===== src/rtl/nopf_pkg.sv =====
`timescale 1ns / 1ps
`default_nettype none
// ----------------------------------------------------------------------------
// nopf_pkg
// Shared types and constants of the n-th occurrence pattern finder.
// ----------------------------------------------------------------------------
package nopf_pkg;

    localparam int unsigned CFG_IDX_W  = 2;
    localparam int unsigned PAT_W      = 64;
    localparam int unsigned PLEN_W     = 4;
    localparam int unsigned WANT_W     = 8;
    localparam int unsigned SEEN_W     = 16;

    typedef logic [CFG_IDX_W-1:0] t_cfg_idx;

    localparam t_cfg_idx CFG_PATTERN_BYTES     = 2'd0;
    localparam t_cfg_idx CFG_PATTERN_LENGTH    = 2'd1;
    localparam t_cfg_idx CFG_OCCURRENCE_WANTED = 2'd2;

    // window control from the search controller
    typedef struct packed {
        logic shift;
        logic clear;
    } t_win_ctl;

endpackage : nopf_pkg
`default_nettype wire


===== src/rtl/nopf_matcher.sv =====
`timescale 1ns / 1ps
`default_nettype none
// ----------------------------------------------------------------------------
// nopf_matcher
// Byte window of recent bytes and the parallel compare with the pattern.
// ----------------------------------------------------------------------------
module nopf_matcher #(
    parameter int unsigned PATTERN_MAX = 8
) (
    input  wire logic                          i_clk,
    input  wire logic                          i_rst_n,
    input  wire nopf_pkg::t_win_ctl            i_ctl,
    input  wire logic [7:0]                    i_byte,
    input  wire logic [nopf_pkg::PAT_W-1:0]    i_pattern,
    input  wire logic [nopf_pkg::PLEN_W-1:0]   i_len,
    output logic                               o_hit
);

    logic [7:0] r_win [PATTERN_MAX];
    logic [7:0] win_now [PATTERN_MAX];
    logic [PATTERN_MAX:1] hit_by_len;

    // window as it stands once this byte is in
    always_comb begin
        win_now[0] = i_byte;
        for (int j = 1; j < PATTERN_MAX; j++) begin
            win_now[j] = r_win[j-1];
        end
    end

    // pattern byte k against window entry L-1-k, for every length L
    always_comb begin
        for (int l = 1; l <= PATTERN_MAX; l++) begin
            hit_by_len[l] = 1'b1;
            for (int k = 0; k < l; k++) begin
                if (win_now[l-1-k] != i_pattern[8*k +: 8]) begin
                    hit_by_len[l] = 1'b0;
                end
            end
        end
    end

    always_comb begin
        o_hit = 1'b0;
        for (int l = 1; l <= PATTERN_MAX; l++) begin
            if (i_len == nopf_pkg::PLEN_W'(l)) begin
                o_hit = hit_by_len[l];
            end
        end
    end

    always_ff @(posedge i_clk) begin
        if (!i_rst_n || i_ctl.clear) begin
            for (int j = 0; j < PATTERN_MAX; j++) begin
                r_win[j] <= 8'd0;
            end
        end else if (i_ctl.shift) begin
            for (int j = 0; j < PATTERN_MAX; j++) begin
                r_win[j] <= win_now[j];
            end
        end
    end

endmodule : nopf_matcher
`default_nettype wire


===== src/rtl/nth_occurrence_pattern_finder.sv =====
`timescale 1ns / 1ps
`default_nettype none
// ----------------------------------------------------------------------------
// nth_occurrence_pattern_finder
// Finds the start offset of the n-th (overlapping) occurrence of a byte
// pattern in a streamed buffer.
// ----------------------------------------------------------------------------
// One byte request is taken every cycle while the output is not stalled: a
// byte waits in the input register, then the window compare, occurrence
// count and answer logic settle combinationally into the result register.
// Each buffer gives exactly one result: found with the start offset of the
// wanted occurrence, or not-found when the last byte passes without it or
// the offset exceeds the position range. Bytes after the answer are dropped
// up to last_byte. The user must write configuration only while no buffer is
// in progress; the block itself does not enforce this.
module nth_occurrence_pattern_finder #(
    parameter int unsigned PATTERN_MAX   = 8,
    parameter int unsigned POSITION_BITS = 15
) (
    input  wire logic                              i_clk,
    input  wire logic                              i_rst_n,
    // configuration
    input  wire logic                              i_cfg_valid,
    output logic                                   o_cfg_ready,
    input  wire logic [nopf_pkg::CFG_IDX_W-1:0]    i_cfg_index,
    input  wire logic [nopf_pkg::PAT_W-1:0]        i_cfg_data,
    // byte stream
    input  wire logic                              i_in_valid,
    output logic                                   o_in_ready,
    input  wire logic [7:0]                        i_data_byte,
    input  wire logic                              i_last_byte,
    // results
    output logic                                   o_out_valid,
    input  wire logic                              i_out_ready,
    output logic                                   o_found,
    output logic [POSITION_BITS-1:0]               o_match_position
);

    localparam int unsigned SW = nopf_pkg::SEEN_W;
    localparam logic [SW-1:0] POS_MAX  = SW'((1 << POSITION_BITS) - 1);
    localparam logic [SW-1:0] SEEN_MAX = {SW{1'b1}};
    localparam logic [nopf_pkg::PLEN_W-1:0] LEN_MAX = nopf_pkg::PLEN_W'(PATTERN_MAX);

    logic [nopf_pkg::PAT_W-1:0]  r_pattern;
    logic [nopf_pkg::PLEN_W-1:0] r_plen;
    logic [nopf_pkg::WANT_W-1:0] r_want;

    logic        r_s1_valid;
    logic [7:0]  r_s1_byte;
    logic        r_s1_last;

    logic [SW-1:0]                r_seen;
    logic [nopf_pkg::WANT_W-1:0]  r_count;
    logic                         r_answered;

    logic                     r_out_valid;
    logic                     r_found;
    logic [POSITION_BITS-1:0] r_pos;

    logic                         s1_go;
    logic                         work;
    logic [nopf_pkg::PLEN_W-1:0]  len_eff;
    logic                         cmp_hit;
    logic                         hit;
    logic [SW-1:0]                start;
    logic [nopf_pkg::WANT_W-1:0]  n_count;
    logic [SW-1:0]                n_seen;
    logic                         done_now;
    logic                         emit;
    logic                         emit_found;
    nopf_pkg::t_win_ctl           win_ctl;

    assign o_cfg_ready      = 1'b1;
    assign s1_go            = r_s1_valid && (!r_out_valid || i_out_ready);
    assign o_in_ready       = !r_s1_valid || s1_go;
    assign o_out_valid      = r_out_valid;
    assign o_found          = r_found;
    assign o_match_position = r_pos;

    assign work    = s1_go && !r_answered;
    assign len_eff = (r_plen > LEN_MAX) ? LEN_MAX : r_plen;

    assign win_ctl.shift = work;
    assign win_ctl.clear = s1_go && r_s1_last;

    nopf_matcher #(
        .PATTERN_MAX (PATTERN_MAX)
    ) u_matcher (
        .i_clk     (i_clk),
        .i_rst_n   (i_rst_n),
        .i_ctl     (win_ctl),
        .i_byte    (r_s1_byte),
        .i_pattern (r_pattern),
        .i_len     (len_eff),
        .o_hit     (cmp_hit)
    );

    always_comb begin
        priority if (len_eff == '0) begin
            hit   = 1'b1;
            start = r_seen;
        end else if ((SW+1)'(r_seen) + (SW+1)'(1) >= (SW+1)'(len_eff)) begin
            hit   = cmp_hit;
            start = SW'((SW+1)'(r_seen) + (SW+1)'(1) - (SW+1)'(len_eff));
        end else begin
            hit   = 1'b0;
            start = '0;
        end
    end

    always_comb begin
        n_seen     = (r_seen != SEEN_MAX) ? r_seen + SW'(1) : r_seen;
        n_count    = r_count;
        if (hit && r_count != {nopf_pkg::WANT_W{1'b1}}) begin
            n_count = r_count + nopf_pkg::WANT_W'(1);
        end
        done_now   = hit && (r_want != '0) && (n_count == r_want);
        emit       = work && (done_now || r_s1_last);
        emit_found = done_now && (start <= POS_MAX);
    end

    // configuration registers
    always_ff @(posedge i_clk) begin
        if (!i_rst_n) begin
            r_pattern <= '0;
            r_plen    <= nopf_pkg::PLEN_W'(1);
            r_want    <= nopf_pkg::WANT_W'(1);
        end else if (i_cfg_valid) begin
            unique case (i_cfg_index)
                nopf_pkg::CFG_PATTERN_BYTES: begin
                    r_pattern <= i_cfg_data;
                end
                nopf_pkg::CFG_PATTERN_LENGTH: begin
                    r_plen <= i_cfg_data[nopf_pkg::PLEN_W-1:0];
                end
                nopf_pkg::CFG_OCCURRENCE_WANTED: begin
                    r_want <= i_cfg_data[nopf_pkg::WANT_W-1:0];
                end
                default: begin
                end
            endcase
        end
    end

    // input register
    always_ff @(posedge i_clk) begin
        if (!i_rst_n) begin
            r_s1_valid <= 1'b0;
        end else if (o_in_ready) begin
            r_s1_valid <= i_in_valid;
        end
        if (o_in_ready && i_in_valid) begin
            r_s1_byte <= i_data_byte;
            r_s1_last <= i_last_byte;
        end
    end

    // per-buffer search state
    always_ff @(posedge i_clk) begin
        if (!i_rst_n || (s1_go && r_s1_last)) begin
            r_seen     <= '0;
            r_count    <= '0;
            r_answered <= 1'b0;
        end else if (work) begin
            r_seen     <= n_seen;
            r_count    <= n_count;
            r_answered <= done_now;
        end
    end

    // result register
    always_ff @(posedge i_clk) begin
        if (!i_rst_n) begin
            r_out_valid <= 1'b0;
        end else if (emit) begin
            r_out_valid <= 1'b1;
        end else if (i_out_ready) begin
            r_out_valid <= 1'b0;
        end
        if (emit) begin
            r_found <= emit_found;
            r_pos   <= emit_found ? start[POSITION_BITS-1:0] : '0;
        end
    end

endmodule : nth_occurrence_pattern_finder
`default_nettype wire


===== config.mk =====
export PLATFORM = sky130hd
export DESIGN_NAME = nth_occurrence_pattern_finder
export DESIGN_NICKNAME = d
export VERILOG_FILES = /design/src/rtl/nopf_pkg.sv /design/src/rtl/nopf_matcher.sv /design/src/rtl/nth_occurrence_pattern_finder.sv
export SDC_FILE = /design/constraint.sdc
export NUM_CORES = 1
export LEC_CHECK = 0
export BUFFER_PORTS_ARGS = -buffer_cell sky130_fd_sc_hd__buf_2
export CAP_MARGIN = 25
export CORE_UTILIZATION = 50
export CTS_CLUSTER_DIAMETER = 40
export DETAILED_ROUTE_END_ITERATION = 16
export PLACE_DENSITY = 0.69
export SYNTH_ARGS = -nofsm -noshare
export SYNTH_HDL_FRONTEND = slang
export SYNTH_SLANG_ARGS = --single-unit

===== constraint.sdc =====
create_clock -name i_clk -period 5.1 [get_ports i_clk]
set_input_delay 0.51 -clock i_clk [delete_from_list [all_inputs] [get_ports i_clk]]
set_output_delay 0.51 -clock i_clk [all_outputs]
set_load 0.01 [all_outputs]

Word-level counts from Yosys, hierarchy flattened
Memory sizes are Yosys's and may differ from the RTL's.
Index checks and enable logic that the tools add are counted.
{"block": "op_classes", "eq_ne": 49, "n_mul": 0, "n_mux": 65, "order_cmp": 3, "div": 0, "n_bitwise": 8, "add_sub_neg": 4, "n_reduce_logical": 25, "shift": 0}
{"operator": "$ne A8 B8 Y1", "n": 36}
{"operator": "$mux W8", "n": 9}
{"operator": "$mux W1", "n": 53}
{"operator": "$mux W16", "n": 2}
{"operator": "$add A16 B1 Y17 const B", "n": 1}
{"operator": "$ge A17 B4 Y1", "n": 1}
{"operator": "$add A16 B1 Y16 const B", "n": 1}
{"operator": "$eq A4 B3 Y1 const B", "n": 4}
{"operator": "$le A16 B15 Y1 const B", "n": 1}
{"operator": "$ne A16 B16 Y1 const B", "n": 1}
{"operator": "$sub A16 B4 Y16", "n": 1}
{"operator": "$logic_and A1 B1 Y1", "n": 9}
{"operator": "$add A8 B1 Y8 const B", "n": 1}
{"operator": "$eq A4 B2 Y1 const B", "n": 2}
{"operator": "$eq A8 B8 Y1", "n": 1}
{"operator": "$ne A8 B8 Y1 const B", "n": 1}
{"operator": "$or A1 B1 Y1", "n": 8}
{"operator": "$reduce_and A2 Y1", "n": 4}
{"operator": "$reduce_bool A8 Y1", "n": 1}
{"operator": "$eq A4 B1 Y1 const B", "n": 1}
{"operator": "$eq A4 B4 Y1 const B", "n": 1}
{"operator": "$gt A4 B4 Y1 const B", "n": 1}
{"operator": "$logic_not A1 Y1", "n": 4}
{"operator": "$logic_not A4 Y1", "n": 1}
{"operator": "6 further kinds", "n": 9}
{"block": "totals", "regBits": 128, "ram_bits": 64, "inputBits": 80, "elab_cells": 167, "mem_bits_ro": 0, "n_memories": 1, "latchBits": 0}
{"name": "u_matcher.r_win", "words": 8, "word_bits": 8, "rd": 7, "rd_ports_with_merged_regs": 0, "write_ports": 8, "line": "nopf_matcher.sv:19", "rtl": "logic [7:0] r_win [PATTERN_MAX];"}

Longest topological paths before layout
{"block": "logic_depth", "ltp_word": 20, "ltp_mapped": 14, "mapped_depth_nobuf": 13}

Cells and area by module
From an unflattened synthesis, not the netlist that was laid out.
{"block": "unflattened", "cells_unflattened": 1303, "area_unflattened_um2": 12214.2}
{"mod": "nth_occurrence_pattern_finder", "seq_area_each_um2": 2812.7, "area_per_inst_um2": 6382.4, "cells_each": 704, "n_inst": 1}
{"mod": "nopf_matcher", "seq_area_each_um2": 1681.6, "area_per_inst_um2": 5831.8, "cells_each": 599, "n_inst": 1}

Worst setup path after synthesis
OpenSTA, ideal clock, no wires.
{"block": "synth_timing", "path_kind": "register -> register", "from": "reg r_seen[1]", "to": "reg r_found, in the netlist o_found, enable pin", "period_less_slack_ps": 4090, "arrival_time_ps": 3696, "n_path_buf": 1, "setup_time_ps": 394, "t_required_ps": 4706, "slack_ps": 1010, "path_stages_with_launch": 14, "cell_sequence": "dfxtp_1 -> ha_1 -> xor2_1 -> ha_1 -> a21oi_1 -> o21ai_1 -> a221oi_1 -> o211ai_1 -> a211oi_4 -> inv_2 -> a31oi_2 -> o211ai_4 -> buf_8 -> a21oi_1"}
{"block": "synth_between", "elab_chain_cells": 10}
{"item": "start, declared", "line": "nth_occurrence_pattern_finder.sv:52", "rtl": "logic [SW-1:0] r_seen;"}
{"item": "start signal, assigned", "line": "nth_occurrence_pattern_finder.sv:165", "rtl": "r_seen <= n_seen;"}
{"item": "$add A16 B1 Y17 (*)"}
{"item": "$ge A17 B4 Y1 (*)", "line": "nth_occurrence_pattern_finder.sv:102", "rtl": "end else if ((SW+1)'(r_seen) + (SW+1)'(1) >= (SW+1)'(len_eff)) begin"}
{"item": "$mux W1 (*)", "line": "nth_occurrence_pattern_finder.sv:102"}
{"item": "$mux W1 (*)", "line": "nth_occurrence_pattern_finder.sv:99", "rtl": "priority if (len_eff == '0) begin"}
{"item": "$logic_and A1 B1 Y1", "line": "nth_occurrence_pattern_finder.sv:114", "rtl": "if (hit && r_count != {nopf_pkg::WANT_W{1'b1}}) begin"}
{"item": "$mux W8", "line": "nth_occurrence_pattern_finder.sv:114"}
{"item": "$eq A8 B8 Y1", "line": "nth_occurrence_pattern_finder.sv:117", "rtl": "done_now = hit && (r_want != '0) && (n_count == r_want);"}
{"item": "$logic_and A1 B1 Y1 (*)", "line": "nth_occurrence_pattern_finder.sv:117"}
{"item": "$logic_or A1 B1 Y1 (*)", "line": "nth_occurrence_pattern_finder.sv:118", "rtl": "emit = work && (done_now || r_s1_last);"}
{"item": "$logic_and A1 B1 Y1 (*)", "line": "nth_occurrence_pattern_finder.sv:118"}
{"item": "net emit", "line": "nth_occurrence_pattern_finder.sv:69", "rtl": "logic emit;"}
{"item": "end signal, assigned", "line": "nth_occurrence_pattern_finder.sv:181", "rtl": "r_found <= emit_found;"}
{"item": "end, declared", "line": "nth_occurrence_pattern_finder.sv:57", "rtl": "logic r_found;"}
The timed path passes the listed nets; every way through them passes the cells marked *.
A chain may end at the register's enable or synchronous reset.

Worst setup path after layout
{"block": "layout_timing", "from": "reg r_seen[0]", "to": "reg r_pos[11], in the netlist o_match_position[11], enable pin"}
{"block": "layout_between", "elab_chain_cells": 10}
{"item": "$add A16 B1 Y17 (*)"}
{"item": "$ge A17 B4 Y1 (*)", "line": "nth_occurrence_pattern_finder.sv:102"}
{"item": "$mux W1 (*)", "line": "nth_occurrence_pattern_finder.sv:102"}
{"item": "$mux W1 (*)", "line": "nth_occurrence_pattern_finder.sv:99"}
{"item": "$logic_and A1 B1 Y1", "line": "nth_occurrence_pattern_finder.sv:114"}
{"item": "$mux W8", "line": "nth_occurrence_pattern_finder.sv:114"}
{"item": "$eq A8 B8 Y1", "line": "nth_occurrence_pattern_finder.sv:117"}
{"item": "$logic_and A1 B1 Y1 (*)", "line": "nth_occurrence_pattern_finder.sv:117"}
{"item": "$logic_or A1 B1 Y1 (*)", "line": "nth_occurrence_pattern_finder.sv:118"}
{"item": "$logic_and A1 B1 Y1 (*)", "line": "nth_occurrence_pattern_finder.sv:118"}
{"item": "net emit", "line": "nth_occurrence_pattern_finder.sv:69"}
{"item": "end signal, assigned", "line": "nth_occurrence_pattern_finder.sv:182", "rtl": "r_pos <= emit_found ? start[POSITION_BITS-1:0] : '0;"}
{"item": "end, declared", "line": "nth_occurrence_pattern_finder.sv:58", "rtl": "logic [POSITION_BITS-1:0] r_pos;"}
Marked as above.

==> out/summary.txt <==
status - finished, final reports clean
clk buf depth - 2
placed wire-length estimate - 26900 µm
Die Height - 157 µm
Max rail drop VDD - 188 µV
Max transition margin - 0.290
global placer's final weighted congestion - 1.02
hold crit path type - input pin to flop
Final nets - 1427
Post-Syn Instances - 1358
Seq/Total Area, Yosys - 0.375
initial antenna violation count - 1
Place WS - 985 ps
Clock Pin Slew Worst Setup and Hold Paths - 80 ps
Synth Warn # - 0
crit start category - flop
crit path max fanout - 19
IO Port Bufs - 97
core region area - 0.0235 mm²
Clock Latency Late Sink - 440 ps
WL final - 37400 µm
Detail Route Antenna Nets - 0
period utilisation layout - 0.812
number of DRC markers in iteration 0 - 1038
vias in the first global route - 9294
Commonest cells post-synth - xnor2_1, nand2_1, clkbuf_1
post-synth top area cell - xnor2_1
RSZ-0062 raised after global routing - no
layout cells sized above 1 - 0.130
hold_buf cts - 0
Pwr per Cell Area - 286 mW/mm²
post-route DRC violation count - 0
CTS HTree Levels - 4
die area - 0.0246 mm²
Fin. Hold Viols - 0
clk root buf - clkbuf_16
vias per inst - 5.97
placed insts - 1641
# setup viols final - 0
Pleak - 4.44 nW
clk_skew - 10.8 ps
GRT Resource Usage Total - 0.314
Synth Register Bits - 184
cell area after synthesis - 0.0120 mm²
Net Count, Synth - 1444
post-route cell area - 0.0130 mm²
Max Fclk - 241 MHz
crit path capture type - flop
Worst Setup Path Type - flop to flop
CTS tree - built
WL/cell - 22.4 µm
Arrival @ worst endpoint - 4330 ps
most common cell in the netlist - xnor2_1
CP Data Required Time - 5290 ps
largest net degree at the start of global routing - 88
final core occ - 0.554
first drt pass iteration count - 5
post-route insts no fill - 1674
Main synth FF type - dfxtp_1
CTS Buf Count - 17
Pins Over Slew Limit - 0
Post-synth EDFFs - 81
post-CTS setup buffers - 0
Setup TNS - 0 ps
ys async rst share - 0
Resized cells post-CTS - 0
die width - 157 µm
area grow syn2layout - 8.45%
first-pass GRT wire length - 56900 µm
Starting Density - 0.511
routed vias - 9992
row cnt - 56
synth top area cells - xnor2_1, edfxtp_1, dfxtp_1, nand2_1, a21boi_0
Yosys top cell area share - 0.211
worst setup margin - 958 ps
dpl cell area - 0.0124 mm²
count of unique library cells instantiated by Yosys - 70
GRT overflow - 0
I/O pin count - 99
Max Cap Viol - 0
clk sinks - 184
Syn Area/Cell - 8.83 µm²
final worst path period need - 4140 ps
Slew @ Worst Pin - 1060 ps
[final timing paths]
| check | startpoint | end | depth (start not counted) | slack (ps) |
|---|---|---|---|---|
| setup / recovery | r_seen[0]$_SDFFE_PP0P_ | o_match_position[11]$_SDFFCE_PN0P_ | 13 | 960 |
| hold / removal | i_last_byte | r_s1_last$_DFFE_PP_ | 1 | 240 |
| setup reg to reg | r_seen[0]$_SDFFE_PP0P_ | o_match_position[11]$_SDFFCE_PN0P_ | 13 | 960 |
| hold reg to reg | r_pattern[60]$_SDFFE_PN0P_ | r_pattern[60]$_SDFFE_PN0P_ | 2 | 480 |
[per-stage QoR]
step / power [mW] / hold slack [ps]
4_1_cts: 3.71 / 226
3_5_place_dp: 2.39 / 480
6_report: 3.72 / 237
5_1_grt: 3.84 / 228
3_3_place_gp: 2.38 / 466
2_1_floorplan: 2.19 / 440
[worst max-delay path: stages, from the launching register on]
cell and delay (ps):
dfxtp_1 480, ha_1 310, xor2_1 190, ha_1 290, a21oi_1 130, o21ai_1 130
a221oi_1 540, o211ai_1 300, a211oi_4 280, nand2b_1 140, mux2i_1 110, o211ai_4 580
a21oi_1 160, buf_4 230
[power breakdown]
group          switching [mW]  internal (mW)  total [mW]
Combinational           0.302          0.281       0.583
Sequential              0.182           1.61        1.79
Clock                   0.654          0.689        1.34
Total                    1.14           2.58        3.72
[metal layers]
metal / vias up / GRT usage / routed length, µm
met5: - / 0 / 0
met4: 0 / 0.132 / 1400
li1: 4602 / - / -
met3: 101 / 0.0551 / 3320
met1: 4767 / 0.449 / 16800
met2: 522 / 0.466 / 15900
[area by class of cell]
| cell class | instances | area (µm²) |
|---|---|---|
| diodes | 1 | 2.50 |
| inverters | 8 | 30.0 |
| fillers | 2139 | 10500 |
| multi-input cells | 1018 | 6890 |
| repair buffers | 112 | 598 |
| flip-flops and latches | 184 | 4490 |
| clock inverters | 13 | 129 |
| clock buffers | 19 | 464 |
| well taps | 319 | 399 |
[cell families after synthesis]
| family | count (synthesis) | synth area share |
|---|---|---|
| xor+xnor | 319 | 0.233 |
| simple gates | 501 | 0.219 |
| compound gates | 171 | 0.0977 |
| mux | 20 | 0.0168 |
| fa+ha+maj | 6 | 0.00688 |
| buf+inv | 156 | 0.0522 |
| flops | 184 | 0.375 |
| other cells | 1 | 0.000313 |
[state kept, by name, summed over array words and instances (netlist names)]
name / cells
r_pattern: 64
u_matcher.r_win: 56
r_seen: 16
o_match_position: 15
r_count: 8
r_s1_byte: 8
r_want: 8
r_plen: 4
o_found: 1
o_out_valid: 1
r_answered: 1
r_s1_last: 1
r_s1_valid: 1
[layout by cell type (no fill, tap or decap), types with 7 or more instances in the layout]
cell,instances
a21boi_0,65
a21oi_1,31
and3_1,61
buf_2,97
buf_4,15
clkbuf_16,18
dfxtp_1,103
edfxtp_1,81
inv_1,7
mux2i_1,19
nand2_1,175
nand2b_1,11
nand3_1,28
nand4_1,69
nor2_1,34
nor2b_1,16
nor3_1,32
nor3_2,7
nor4_1,21
o21ai_0,27
or3_1,10
xnor2_1,289
xor2_1,30
(Power assumes the default switching activity.)
